`src/rtl/wpid_ram.sv`:
```
// ----------------------------------------------------------------------------
// wpid_ram
// generic single write, single read ram with registered read data
// ----------------------------------------------------------------------------
module wpid_ram #(
  parameter int WIDTH = 32,
  parameter int DEPTH = 8
) (
  input  logic                     clk,
  input  logic                     we,
  input  logic [$clog2(DEPTH)-1:0] waddr,
  input  logic [WIDTH-1:0]         wdata,
  input  logic [$clog2(DEPTH)-1:0] raddr,
  output logic [WIDTH-1:0]         rdata
);

  logic [WIDTH-1:0] mem [DEPTH];

  always_ff @(posedge clk) begin
    if (we) begin
      mem[waddr] <= wdata;
    end
    rdata <= mem[raddr];
  end

endmodule

```
`config.mk`:
```
export PLATFORM = sky130hd
export DESIGN_NAME = wpid_ram
export DESIGN_NICKNAME = d
export VERILOG_FILES = /design/src/rtl/wpid_ram.sv
export SDC_FILE = /design/constraint.sdc
export NUM_CORES = 1
export LEC_CHECK = 0
export ABC_AREA = 0
export BUFFER_PORTS_ARGS = -buffer_cell sky130_fd_sc_hd__buf_4
export CAP_MARGIN = 20
export CORE_MARGIN = 5
export CORE_UTILIZATION = 51
export CTS_BUF_LIST = sky130_fd_sc_hd__clkbuf_8
export CTS_CLUSTER_SIZE = 30
export DETAILED_ROUTE_END_ITERATION = 16
export PLACE_DENSITY = 0.69
export SLEW_MARGIN = 30
export SYNTH_ARGS = -nofsm -noshare
export SYNTH_HDL_FRONTEND = slang
export SYNTH_SLANG_ARGS = --single-unit
```
`constraint.sdc`:
```
create_clock -name clk -period 9.6 [get_ports clk]
set_input_delay 2.88 -clock clk [delete_from_list [all_inputs] [get_ports clk]]
set_output_delay 2.88 -clock clk [all_outputs]
set_load 0.02 [all_outputs]
```
==> run summary <==
Drt first-iter violations = 241
IO Port Bufs = 71
Die Ht = 153 um
Overall routing resource usage = 15.6%
Max-Cap Viols = 0
Final Non-Filler Cells = 827
Cell-internal power = 1950 uW
Setup violators final = 0
Critical Path RT = 9.78 ns
Clock skew = 0.0113 ns
Num rows = 52
Final period util = 44.6%
Pre-CTS setup slack = 4.72 ns
Post-CTS Hold Buffers = 0
Met2 GRT Util = 26.1%
Register area share after synthesis = 79.6%
Final RePlAce weighted congestion = 0.689
Clock transition at the registers of the reported paths = 0.06 ns
Area occupied by multi-input gates = 0.00207 mm^2
Register Area = 0.00833 mm^2
Post-synth cell types = 13
Number of instances in the placed design = 747
Syn_area_per_cell = 25.2 um^2
Final nets = 564
DR WL/cell = 21.8 um
Minimum clock period = 4.28 ns
Residual DRC = 0
Setup ws final = 5.32 ns
Critical Path End Type = flip-flop
CTS max path bufs = 3
Die area = 0.0235 mm^2
Cell count after synthesis = 415
Detail Route Antenna Nets = 0
TritonCTS clock tree = yes
Cell mode on critical path = buf_4
Setup_tns = 0 ns
Net Count, Synth = 455
Critical path's top delay family = simple AND/OR/NAND/NOR gates
Max_slew headroom = 41.2%
Via count = 4,466
Worst-path cell chain = buf_4 > nand2b_1 > nor3_2 > buf_4
Fill count = 1,428
Post-Syn Area = 0.0105 mm^2
Sw Share = 21.2%
Crit path largest cell delay = 0.67 ns
IO Pins = 72
GRT Residual Overflow = 0
RSZ-0062 raised after global routing = false
Area growth syn-to-layout = 15.9%
Starting Density = 51.7%
Clock Sinks = 288
R2r setup slk = 8.33 ns
Vias in the first global route = 4,960
Hold Vio Cnt, Final = 0
Layout cells sized above 1 = 35.4%
Post-CTS setup buffer count = 0
Pwr Total = 2480 uW
Post-CTS sizing = 0
Largest net degree at the start of global routing = 65
CTS root buffer = clkbuf_8
CTS HTree Levels = 2
Psw = 526 uW
Via density = 5.40
Leak = 0.00417 uW
Sequential Power Share = 57.7%
Max FO, Critical Path = 24
Synthesis-stage register bit count = 288
Peak VDD IR = 164 uV
Critical path's slowest cell = nor3_2
FMAX = 234 MHz
First-pass GRT wire length = 28.1 mm
Ant. Diodes = 0
TritonRoute pass-1 iters = 4
Die width = 153 um
Met3 usage in global routing = 3.85%
Comb power frac = 6.2%
Worst Hold Class = reg -> reg
Core footprint = 0.0202 mm^2
Final Max Tran Viols = 0
GRT busiest layer = met2
Met1 Use GR = 20.8%
Worst-Margin Slew = 0.882 ns
Status = completed
Routed WL = 18.0 mm
Initial antenna violation count = 0
Worst EP arrival = 4.46 ns
Final Util = 59.9%
Later-pin clock latency in the skew report = 0.53 ns
Bufs and invs on worst path = 2
YS warnings = 0
Share of power burned in the clock network = 36.0%
Pwr dens = 204 mW/mm^2
Total CTS buffers = 45
Dpl hpwl = 9.46 mm
Worst setup SP type = input port
Setup CP Type = in -> reg
[metrics by stage]
step / hold WS, ns / area [um^2]
floorplan: 0.641 / 10500
global placement: 0.648 / 11300
detailed placement: 0.662 / 11300
CTS: 0.675 / 12100
global route: 0.699 / 12100
finish: 0.669 / 12100
[metal layers]
layer	share of wire, %	wire length (um)
met4	1.5	268
met5	0	0
met3	4.5	814
met1	44	7930
met2	50	9010
[registers in the layout, summed over array words and instances, names as in the netlist]
signal  count
rdata      32
mem       256
[layout make-up]
| type | count | area share (%) |
|---|---|---|
| Sequential cell | 288 | 68.7 |
| Tap cell | 270 | 2.79 |
| Clock buffer | 48 | 5.45 |
| Timing Repair Buffer | 80 | 4.98 |
| Multi-Input combinational cell | 109 | 17.0 |
| Clock inverter | 32 | 1.06 |
[power by group through the flow]
| stage | registers [uW] | logic, uW | clock network, uW |
|---|---|---|---|
| after floorplan | 1470 | 71.6 | 0 |
| after global placement | 1450 | 153 | 0 |
| after detailed placement | 1460 | 157 | 0 |
| after CTS | 1430 | 157 | 922 |
| after global routing | 1430 | 166 | 980 |
| final | 1430 | 154 | 892 |
[synth_stat cells]
cell | count | area share, %
nor3_1 | 2 | 0.096
buf_2 | 6 | 0.29
buf_6 | 7 | 0.75
clkbuf_1 | 1 | 0.036
mux2_2 | 32 | 3.4
nand2b_1 | 3 | 0.18
buf_1 | 4 | 0.14
mux4_2 | 24 | 5.2
nand2_1 | 2 | 0.072
edfxtp_1 | 256 | 73
dfxtp_1 | 32 | 6.1
mux4_1 | 40 | 10
nor2_1 | 6 | 0.22
[cells by family after synthesis]
logic type / Yosys count / share of synthesized area [%]
buffers and inverters: 18 / 1.22
DFF: 288 / 79.6
muxes: 96 / 18.6
and+or+nand+nor: 13 / 0.562
[worst min-delay path, cell delays in order, from the launching register on]
cell and delay [ns]:
edfxtp_1 0.31, mux4_1 0.21, mux2_2 0.13
[path summary, 6_finish.rpt]
kind / startpoint / endpoint / depth (start not counted)
worst min register to register: mem[3][12]$_DFFE_PP_ / rdata[12]$_DFF_P_ / 2
worst max-delay path: waddr[2] / mem[0][21]$_DFFE_PP_ / 4
worst min-delay path: mem[3][12]$_DFFE_PP_ / rdata[12]$_DFF_P_ / 2
worst max register to register: mem[3][21]$_DFFE_PP_ / rdata[21]$_DFF_P_ / 2
[cells in the final DEF, fill, tap and decap left out]
master	n
edfxtp_1	256
clkbuf_8	48
mux4_1	40
dfxtp_1	32
buf_6	1
buf_4	79
clkinv_1	12
mux4_2	24
mux2_2	32
clkinvlp_4	1
nand2b_1	3
inv_1	15
nand2_1	2
nor2_4	6
nor3_2	2
clkinv_2	4
Note: power is estimated with default switching activity, not from simulation.
